## config.mk

```make
export PLATFORM = sky130hd
export DESIGN_NAME = montgomery_modular_exponentiation_core
export DESIGN_NICKNAME = d
export VERILOG_FILES = /design/src/sv/mme_pkg.sv /design/src/sv/montgomery_modular_exponentiation_core.sv
export SDC_FILE = /design/constraint.sdc
export NUM_CORES = 2
export LEC_CHECK = 0
export BUFFER_PORTS_ARGS = -buffer_cell sky130_fd_sc_hd__clkbuf_2
export CAP_MARGIN = 40
export CELL_PAD_IN_SITES_DETAIL_PLACEMENT = 0
export CELL_PAD_IN_SITES_GLOBAL_PLACEMENT = 1
export CORE_UTILIZATION = 35
export DETAILED_ROUTE_END_ITERATION = 10
export MAX_ROUTING_LAYER = met4
export PLACE_DENSITY_LB_ADDON = 0.08
export REMOVE_ABC_BUFFERS = 1
export SLEW_MARGIN = 20
export SYNTH_ARGS = -nofsm -noshare
export SYNTH_HDL_FRONTEND = slang
export SYNTH_SLANG_ARGS = --single-unit
```

## constraint.sdc

```tcl
create_clock -name clk -period 11.85 [get_ports clk]
set_input_delay 0.5925 -clock clk [delete_from_list [all_inputs] [get_ports clk]]
set_output_delay 0.5925 -clock clk [all_outputs]
set_load 0.03 [all_outputs]
```

## src/sv/mme_pkg.sv

```systemverilog
// Shared constants, register indexes and sequencer types for the Montgomery exponentiation core.
package mme_pkg;

  localparam int WORD_BITS = 32;
  localparam int DBL_BITS  = 2 * WORD_BITS;
  localparam int IDX_BITS  = 2;

  localparam logic [IDX_BITS-1:0] REG_MODULUS      = 2'd0;
  localparam logic [IDX_BITS-1:0] REG_EXPONENT     = 2'd1;
  localparam logic [IDX_BITS-1:0] REG_MONT_INVERSE = 2'd2;
  localparam logic [IDX_BITS-1:0] REG_R_SQUARED    = 2'd3;

  typedef logic [WORD_BITS-1:0] word_t;
  typedef logic [DBL_BITS-1:0]  dword_t;

  // Phases of one Montgomery product on the shared multiplier.
  typedef enum logic [2:0] {
    S_IDLE,
    S_MUL,
    S_RED_M,
    S_RED_MN,
    S_RED_SUB,
    S_FIX,
    S_OUT
  } state_t;

  // Which product of the exponentiation is in flight.
  typedef enum logic [2:0] {
    OP_BASE_IN,
    OP_ACC_IN,
    OP_ACC_MUL,
    OP_BASE_SQ,
    OP_FINAL
  } op_t;

endpackage

```

## src/sv/montgomery_modular_exponentiation_core.sv

```systemverilog
// Top level: Montgomery modular exponentiation on one word with a shared multiplier.
//
// Usage: write modulus, exponent, mont_inverse and r_squared through the cfg_ channel
// (index 0 to 3, always ready) while the core is idle. Each item on in_ carries one
// message word; one item on out_ returns message^exponent mod modulus.
// Every Montgomery product runs as five steps on the single 32x32 multiplier: the
// operand product, m = T*inverse, m*N, a 64-bit subtract with borrow, and the final
// add-back of N. An item needs 3 + popcount(exponent) + bitlength(exponent) products.
// in_tready is high only while the sequencer is idle; one item is worked on at a time.
// The result sits in an output register; while the receiver stalls, the next item is
// still accepted and computed, and only its delivery waits for the register to free.
// Synchronous reset clears the sequencer and the output valid and sets the
// registers to modulus 1, exponent 0, mont_inverse 1 and r_squared 0.
module montgomery_modular_exponentiation_core
  import mme_pkg::*;
(
  input  logic                clk,
  input  logic                rst_n,
  input  logic                in_tvalid,
  output logic                in_tready,
  input  logic [31:0]         in_tdata,   // [31:0] message
  output logic                out_tvalid,
  input  logic                out_tready,
  output logic [31:0]         out_tdata,  // [31:0] power_result
  input  logic                cfg_valid,
  output logic                cfg_ready,
  input  logic [IDX_BITS-1:0] cfg_index,
  input  logic [31:0]         cfg_data
);

  state_t state_r, state_nxt;
  op_t    op_r, op_nxt;

  word_t  modulus_r, exponent_r, inverse_r, r_squared_r;
  word_t  e_r, e_nxt;
  word_t  base_r, base_nxt;
  word_t  acc_r, acc_nxt;
  dword_t t_r, t_nxt;
  word_t  m_r, m_nxt;
  dword_t mn_r, mn_nxt;
  word_t  x_r, x_nxt;
  logic   brw_r, brw_nxt;
  logic   out_valid_r, out_valid_nxt;
  word_t  out_data_r, out_data_nxt;

  word_t  mul_a, mul_b;
  dword_t mul_p;
  logic [DBL_BITS:0] sub_w;
  word_t  x_fix;
  word_t  e_shift;

  assign in_tready  = (state_r == S_IDLE);
  assign cfg_ready  = 1'b1;
  assign out_tvalid = out_valid_r;
  assign out_tdata  = out_data_r;

  // Operand selection for the one shared multiplier.
  always_comb begin
    mul_a = t_r[WORD_BITS-1:0];
    mul_b = inverse_r;
    case (state_r)
      S_MUL: begin
        case (op_r)
          OP_BASE_IN: begin mul_a = base_r;      mul_b = r_squared_r; end
          OP_ACC_IN:  begin mul_a = r_squared_r; mul_b = word_t'(1);  end
          OP_ACC_MUL: begin mul_a = acc_r;       mul_b = base_r;      end
          OP_BASE_SQ: begin mul_a = base_r;      mul_b = base_r;      end
          OP_FINAL:   begin mul_a = acc_r;       mul_b = word_t'(1);  end
          default:    begin mul_a = acc_r;       mul_b = word_t'(1);  end
        endcase
      end
      S_RED_MN: begin
        mul_a = m_r;
        mul_b = modulus_r;
      end
      default: begin
        mul_a = t_r[WORD_BITS-1:0];
        mul_b = inverse_r;
      end
    endcase
  end

  assign mul_p   = dword_t'(mul_a) * dword_t'(mul_b);
  assign sub_w   = {1'b0, t_r} - {1'b0, mn_r};
  assign x_fix   = brw_r ? word_t'(x_r + modulus_r) : x_r;
  assign e_shift = e_r >> 1;

  always_comb begin
    state_nxt     = state_r;
    op_nxt        = op_r;
    e_nxt         = e_r;
    base_nxt      = base_r;
    acc_nxt       = acc_r;
    t_nxt         = t_r;
    m_nxt         = m_r;
    mn_nxt        = mn_r;
    x_nxt         = x_r;
    brw_nxt       = brw_r;
    out_valid_nxt = out_valid_r;
    out_data_nxt  = out_data_r;

    if (out_valid_r && out_tready) begin
      out_valid_nxt = 1'b0;
    end

    case (state_r)
      S_IDLE: begin
        if (in_tvalid) begin
          base_nxt  = in_tdata;
          e_nxt     = exponent_r;
          op_nxt    = OP_BASE_IN;
          state_nxt = S_MUL;
        end
      end
      S_MUL: begin
        t_nxt     = mul_p;
        state_nxt = S_RED_M;
      end
      S_RED_M: begin
        m_nxt     = mul_p[WORD_BITS-1:0];
        state_nxt = S_RED_MN;
      end
      S_RED_MN: begin
        mn_nxt    = mul_p;
        state_nxt = S_RED_SUB;
      end
      S_RED_SUB: begin
        x_nxt     = sub_w[DBL_BITS-1:WORD_BITS];
        brw_nxt   = sub_w[DBL_BITS];
        state_nxt = S_FIX;
      end
      S_FIX: begin
        state_nxt = S_MUL;
        case (op_r)
          OP_BASE_IN: begin
            base_nxt = x_fix;
            op_nxt   = OP_ACC_IN;
          end
          OP_ACC_IN: begin
            acc_nxt = x_fix;
            if (e_r == '0) begin
              op_nxt = OP_FINAL;
            end else if (e_r[0]) begin
              op_nxt = OP_ACC_MUL;
            end else begin
              op_nxt = OP_BASE_SQ;
            end
          end
          OP_ACC_MUL: begin
            acc_nxt = x_fix;
            op_nxt  = OP_BASE_SQ;
          end
          OP_BASE_SQ: begin
            base_nxt = x_fix;
            e_nxt    = e_shift;
            if (e_shift == '0) begin
              op_nxt = OP_FINAL;
            end else if (e_shift[0]) begin
              op_nxt = OP_ACC_MUL;
            end else begin
              op_nxt = OP_BASE_SQ;
            end
          end
          OP_FINAL: begin
            acc_nxt   = x_fix;
            state_nxt = S_OUT;
          end
          default: begin
            state_nxt = S_IDLE;
          end
        endcase
      end
      S_OUT: begin
        // Wait here until the output register is free.
        if (!out_valid_r || out_tready) begin
          out_valid_nxt = 1'b1;
          out_data_nxt  = acc_r;
          state_nxt     = S_IDLE;
        end
      end
      default: begin
        state_nxt = S_IDLE;
      end
    endcase
  end

  always_ff @(posedge clk) begin
    if (!rst_n) begin
      state_r     <= S_IDLE;
      op_r        <= OP_BASE_IN;
      out_valid_r <= 1'b0;
    end else begin
      state_r     <= state_nxt;
      op_r        <= op_nxt;
      out_valid_r <= out_valid_nxt;
    end
  end

  always_ff @(posedge clk) begin
    if (!rst_n) begin
      modulus_r   <= word_t'(1);
      exponent_r  <= '0;
      inverse_r   <= word_t'(1);
      r_squared_r <= '0;
      e_r         <= '0;
    end else begin
      e_r <= e_nxt;
      if (cfg_valid && cfg_ready) begin
        case (cfg_index)
          REG_MODULUS:      modulus_r   <= cfg_data;
          REG_EXPONENT:     exponent_r  <= cfg_data;
          REG_MONT_INVERSE: inverse_r   <= cfg_data;
          REG_R_SQUARED:    r_squared_r <= cfg_data;
          default:          ;
        endcase
      end
    end
  end

  always_ff @(posedge clk) begin
    base_r     <= base_nxt;
    acc_r      <= acc_nxt;
    t_r        <= t_nxt;
    m_r        <= m_nxt;
    mn_r       <= mn_nxt;
    x_r        <= x_nxt;
    brw_r      <= brw_nxt;
    out_data_r <= out_data_nxt;
  end

`ifndef NO_ASSERTIONS
  a_out_from_seq: assert property (@(posedge clk) disable iff (!rst_n)
    $rose(out_valid_r) |-> $past(state_r == S_OUT))
    else $error("output valid rose outside the delivery state");

  a_exp_shift: assert property (@(posedge clk) disable iff (!rst_n)
    (state_r == S_FIX && op_r == OP_BASE_SQ) |=> (e_r == ($past(e_r) >> 1)))
    else $error("exponent did not shift after a squaring");

  a_final_exp_zero: assert property (@(posedge clk) disable iff (!rst_n)
    (op_r == OP_FINAL && state_r != S_IDLE) |-> (e_r == '0))
    else $error("final reduction started with exponent bits left");

  a_red_order: assert property (@(posedge clk) disable iff (!rst_n)
    (state_r == S_RED_SUB) |-> $past(state_r == S_RED_MN))
    else $error("reduction phases out of order");
`endif

endmodule

```

== Word level (Yosys, flattened, before mapping) ==
Index checks and enable logic that the tools add are counted.
Cells by class
  add/sub/neg operators: 2
  $mul: 1
  equal/unequal tests: 18
  muxes and demuxes: 25
  reduce and logical (&&, ||, !) cells: 23
Operator list (number)
  $pmux 32 s2: 6
  $mux 32: 5
  $sub 64x64->65: 1
  $logic_not 32->1: 2
  $mul 32x32->64: 1
  $add 32x32->32: 1
  $pmux 3 s7: 1
  $mux 3: 5
  $reduce_and 2->1: 7
  $eq 3x2->1 const B: 4
  $eq 3x3->1 const B: 4
  $pmux 3 s2: 2
  $pmux 3 s4: 1
  $reduce_and 3->1: 3
  $ne 2x2->1 const B: 4
  $eq 3x1->1 const B: 2
  $logic_not 3->1: 2
  $mux 1: 5
  $ne 5x2->1 const B: 1
  $eq 2x2->1 const B: 2
  $reduce_or 2->1: 2
  $reduce_or 4->1: 1
  $reduce_or 3->1: 1
  $eq 2x1->1 const B: 1
  5 further kinds: 5
Storage, ports and cells
  flip-flop bits (word level): 456
  input bits: 71
  output and inout port bits: 35

== Longest topological paths before layout ==
  depth in word-level cells: 5
  depth in mapped cells: 38
  mapped depth without buffers: 33

== Worst setup path before layout ==
OpenSTA, ideal clock, no wires.
  path kind: reg2reg
  start point: reg state_r[0]
  end point: reg mn_r[59], data pin
  library setup time: 0.265 ns
  arrival time: 11.172 ns
  slack: 0.412 ns
  stages on the path, launching flop included: 35
  buffers on the path: 6
  period minus slack after synthesis: 11.438 ns
  cell sequence: dfxtp_1 clkbuf_1 nand2b_1 clkbuf_1 nor2_1 nand2_1 clkbuf_1 clkbuf_1 o221ai_1 clkbuf_1 nand2_1 fa_1 inv_1 fa_1 inv_1 fa_1 inv_1 fa_1 fa_1 inv_1 fa_1 fa_1 fa_1 inv_1 ha_1 clkbuf_1 o211ai_1 o21ai_0 a211oi_1 o2111ai_1 o211ai_1 o31ai_1 a21boi_1 o21ai_1 xor2_1
On the way
  word-level cells in the longest chain between the ends: 3
  elaborated cells between the ends (all ways): 5
  those cells by class: mul (1); eq/ne (2); mux (2)
RTL lines
  from (decl): RTL line montgomery_modular_exponentiation_core.sv:31  | state_t state_r, state_nxt;
  from (signal assigned): RTL line montgomery_modular_exponentiation_core.sv:193  | state_r <= state_nxt;
  $eq 3x2->1 / $eq 3x1->1 (equally long branches): RTL line montgomery_modular_exponentiation_core.sv:61  | case (state_r)
  $pmux 32 s2: RTL line montgomery_modular_exponentiation_core.sv:61
  $mul 32x32->64 *: RTL line montgomery_modular_exponentiation_core.sv:83  | assign mul_p = dword_t'(mul_a) * dword_t'(mul_b);
  net mul_p[59]: RTL line montgomery_modular_exponentiation_core.sv:47  | dword_t mul_p;
  to (signal assigned): RTL line montgomery_modular_exponentiation_core.sv:225  | mn_r <= mn_nxt;
  to (decl): RTL line montgomery_modular_exponentiation_core.sv:40  | dword_t mn_r, mn_nxt;
Mark *: on every way through the listed nets, which the timed path passes. The rest lies on a longest branch.
A chain may end at the register's enable or synchronous reset.

== Worst setup path after layout ==
  start point: reg op_r[2]
  end point: reg t_r[60], data pin
On the way
  word-level cells in the longest chain between the ends: 5
  elaborated cells between the ends (all ways): 11
  those cells by class: mul (1); eq/ne (3); mux (4); reduce/logical (3)
RTL lines
  from (decl): RTL line montgomery_modular_exponentiation_core.sv:32  | op_t op_r, op_nxt;
  from (signal assigned): RTL line montgomery_modular_exponentiation_core.sv:194  | op_r <= op_nxt;
  $eq 3x2->1 / $logic_not 3->1 (equally long branches): RTL line montgomery_modular_exponentiation_core.sv:63  | case (op_r)
  $reduce_or 2->1 (no line)
  $pmux 32 s2: RTL line montgomery_modular_exponentiation_core.sv:63
  $pmux 32 s2: RTL line montgomery_modular_exponentiation_core.sv:61
  $mul 32x32->64 *: RTL line montgomery_modular_exponentiation_core.sv:83
  net mul_p[60]: RTL line montgomery_modular_exponentiation_core.sv:47
  to (signal assigned): RTL line montgomery_modular_exponentiation_core.sv:223  | t_r <= t_nxt;
  to (decl): RTL line montgomery_modular_exponentiation_core.sv:38  | dword_t t_r, t_nxt;
Marked as above.

==> results.yml <==
synthesis:
  yosys.area.top_type: "fa_1"
  synthTopCellsByArea: "fa_1, edfxtp_1, ha_1"
  yosysWarnings: 0
  synthArstFlopShare: 0
  synth_area_per_cell_um2: 9.073
  synth_flop_cell: "edfxtp_1"
  yosysTopAreaCellShare: 0.3267
  ys_ff_latch: 456
  synth-edff-count: 289
  syn-cell-area_um2: 54970
  yosysSeqAreaShare: 0.2187
  ys_types: 85
  syn_inst: 6059
finish:
  final_cell_mix: "nand2_1, inv_1, fa_1"
  syn2layout_area_growth_pct: 10.43
  final_net_count: 7393
  finalNonFillerCells: 8169
  drive_above_1_share: 0.08545
  fillers: 16090
  layout_commonest_cell: "nand2_1"
  final_util: 0.3891
worst_hold_path:
  hold_depth: 2
  holdCritStartpoint: "rst_n"
  holdCritPathClass: "input port to register"
  min_to: "modulus_r[0]$_SDFFE_PN1P_"
worst_setup_path:
  worstPathMaxFanout: 23
  max_stage_delay_ns: 0.74
  rr_endpoint: "t_r[60]$_DFFE_PP_"
  cp_slowest_cell: "a2111oi_0"
  worstPathArrival_ns: 11.29
  r2r_start: "op_r[2]$_SDFFE_PN0P_"
  cp.buffers_inverters: 7
  crit_top_cell: "fa_1"
  endpoint_kind: "register"
  startpoint_type: "register"
  r2r_setup_slack_ns: 0.97
  reg2regPathDepth: 31
  cp_data_required_time_ns: 12.26
  crit_family: "adder cells"
  crit_type: "register to register"
global_routing:
  gr-usage-all-layers: 0.2916
  antenna_found_initial: 25
  grt_pass1_wl_um: 321000
  first_global_vias: 44540
  grt_overflow_total: 0
  grt_max_degree: 71
placement:
  dp_cells: 8067
  dp_hpwl_um: 181600
  portBuffers: 104
  gp_congestion: 0.9571
route:
  drt_first_iter_violations: 3734
  wire_per_inst_um: 27.44
  dr.pass1.iters: 6
  drc: 0
  avgViaCountPerCell: 5.347
  drt-total-wl_um: 224200
  antenna_left: 0
  vias: 43680
timing:
  tns_ns: 0
  setup_viol: 0
  period_minus_slack_ns: 10.88
  hold-worst-slack_ns: 0.2165
  fmax_mhz: 91.92
  slew_viol_final: 0
  hold_violations: 0
  timing.final.crit_share: 0.9181
  worst_pin_slew_ns: 0.8968
  slew_headroom: 0.3981
  clock_skew_ns: 0.03497
  rsz0062_at_grt: "false"
power:
  p_sw_mw: 5.194
  vdd_drop_max_uv: 119.8
  clock_power_share: 0.161
  power.density_nw_per_um2: 171.1
  leakage_nw: 27.00
  comb_power_share: 0.617
  p_int_mw: 5.191
  pwr-share-seq: 0.222
  p_sw_frac: 0.5001
  power_mw: 10.39
floorplanning:
  ioPinCount: 106
  core_area_um2: 156000
  rows: 145
  fp.dieArea_um2: 158700
  initial_core_util: 0.3523
  die_x_um: 398.3
  dieHeight_um: 398.3
clocking:
  clkLatencyLatePin_ns: 0.64
  clk_pin_slew_worst_paths_ns: 0.06
  hold_buffers: 0
  cts_sinks: 456
  cts_buffers: 53
  clockBufferDepth: 3
  cts_resized: 0
  h-tree-depth: 2
  cts_setup_buffers: 0
  cts-root-buf: "clkbuf_16"
  cts_tree: "yes"
flow_run:
  drv_cap: 0
outcome:
  status: "finished, final reports clean"
## kinds of logic after synthesis
group | synth area share
compound gates | 0.1115
xor+xnor | 0.01832
fa+ha+maj | 0.4079
buf+inv | 0.08997
flops | 0.2187
mux | 0.008171
other cells | 0.00006822
simple gates | 0.1454
## flip-flops by register name (all words and copies together) (netlist names)
register / flops
op_r: 3
acc_r: 32
r_squared_r: 32
m_r: 32
t_r: 64
exponent_r: 32
brw_r: 1
modulus_r: 32
e_r: 32
x_r: 32
out_tdata: 32
inverse_r: 32
base_r: 32
out_tvalid: 1
state_r: 3
mn_r: 64
## metrics by stage
stage	area (um2)	setup slack, ns
CTS	60620	1.108
global placement	58370	1.274
global route	60700	0.5185
detailed placement	58870	1.186
finish	60700	0.9711
floorplan	53660	-4.489
## worst max-delay path by stage
stage,from,to,depth (start not counted)
after floorplan,state_r[0]$_SDFFE_PN0P_,mn_r[60]$_DFFE_PN_,25
after global placement,op_r[2]$_SDFFE_PN0P_,t_r[39]$_DFFE_PP_,29
after detailed placement,op_r[2]$_SDFFE_PN0P_,t_r[60]$_DFFE_PP_,32
after CTS,op_r[2]$_SDFFE_PN0P_,t_r[60]$_DFFE_PP_,32
after global routing,op_r[2]$_SDFFE_PN0P_,mn_r[60]$_DFFE_PN_,30
final,op_r[2]$_SDFFE_PN0P_,t_r[60]$_DFFE_PP_,31
## routing by layer
| metal | GRT usage | part of all wire |
|---|---|---|
| met3 | 0.02845 | 0.051 |
| met1 | 0.3856 | 0.44 |
| met2 | 0.4700 | 0.48 |
| met4 | 0.09414 | 0.038 |
| met5 | - | 0 |
## power by group through the flow
stage,Sequential (mW),Clock [mW],Combinational (mW)
CTS,2.31,1.71,6.39
global placement,2.34,0,6.32
global route,2.32,1.77,6.91
floorplan,2.29,0,3.77
detailed placement,2.34,0,6.34
finish,2.31,1.67,6.40
## cell usage after synthesis (6+ instances only)
library cell and count:
o21ai_0 52, buf_1 22, edfxtp_1 289, a31oi_1 20, o221ai_1 37, nor2b_1 15, and2_1 20, a2111oi_0 7
a22oi_1 67, nor4_1 16, fa_1 897, and3_1 25, nor3_1 31, o21ai_1 28, nand3_1 38, dfxtp_1 167
o221a_2 24, buf_2 17, a21o_1 111, inv_1 965, a21oi_1 326, ha_1 357, o21a_1 25, nand4_1 41
o21bai_1 37, o31ai_1 9, xor2_1 45, mux2_2 38, o211ai_1 13, a211oi_1 23, nand2_1 1021, nand2b_1 23
nor2_1 719, xnor2_1 70, clkbuf_1 297, o2111ai_1 6, a311oi_1 65
## final cells by class
class,count,area (um2),area share
Clock buffer,64,1408,0.02319
Inverter,968,3636,0.05990
Sequential cell,456,12020,0.1981
Tap cell,2058,2575,0.04242
Timing Repair Buffer,294,2325,0.03830
Clock inverter,32,336.6,0.005544
Multi-Input combinational cell,4295,38400,0.6325
Antenna cell,2,5.005,0.00008245
Note: power is estimated with default switching activity, not from simulation.
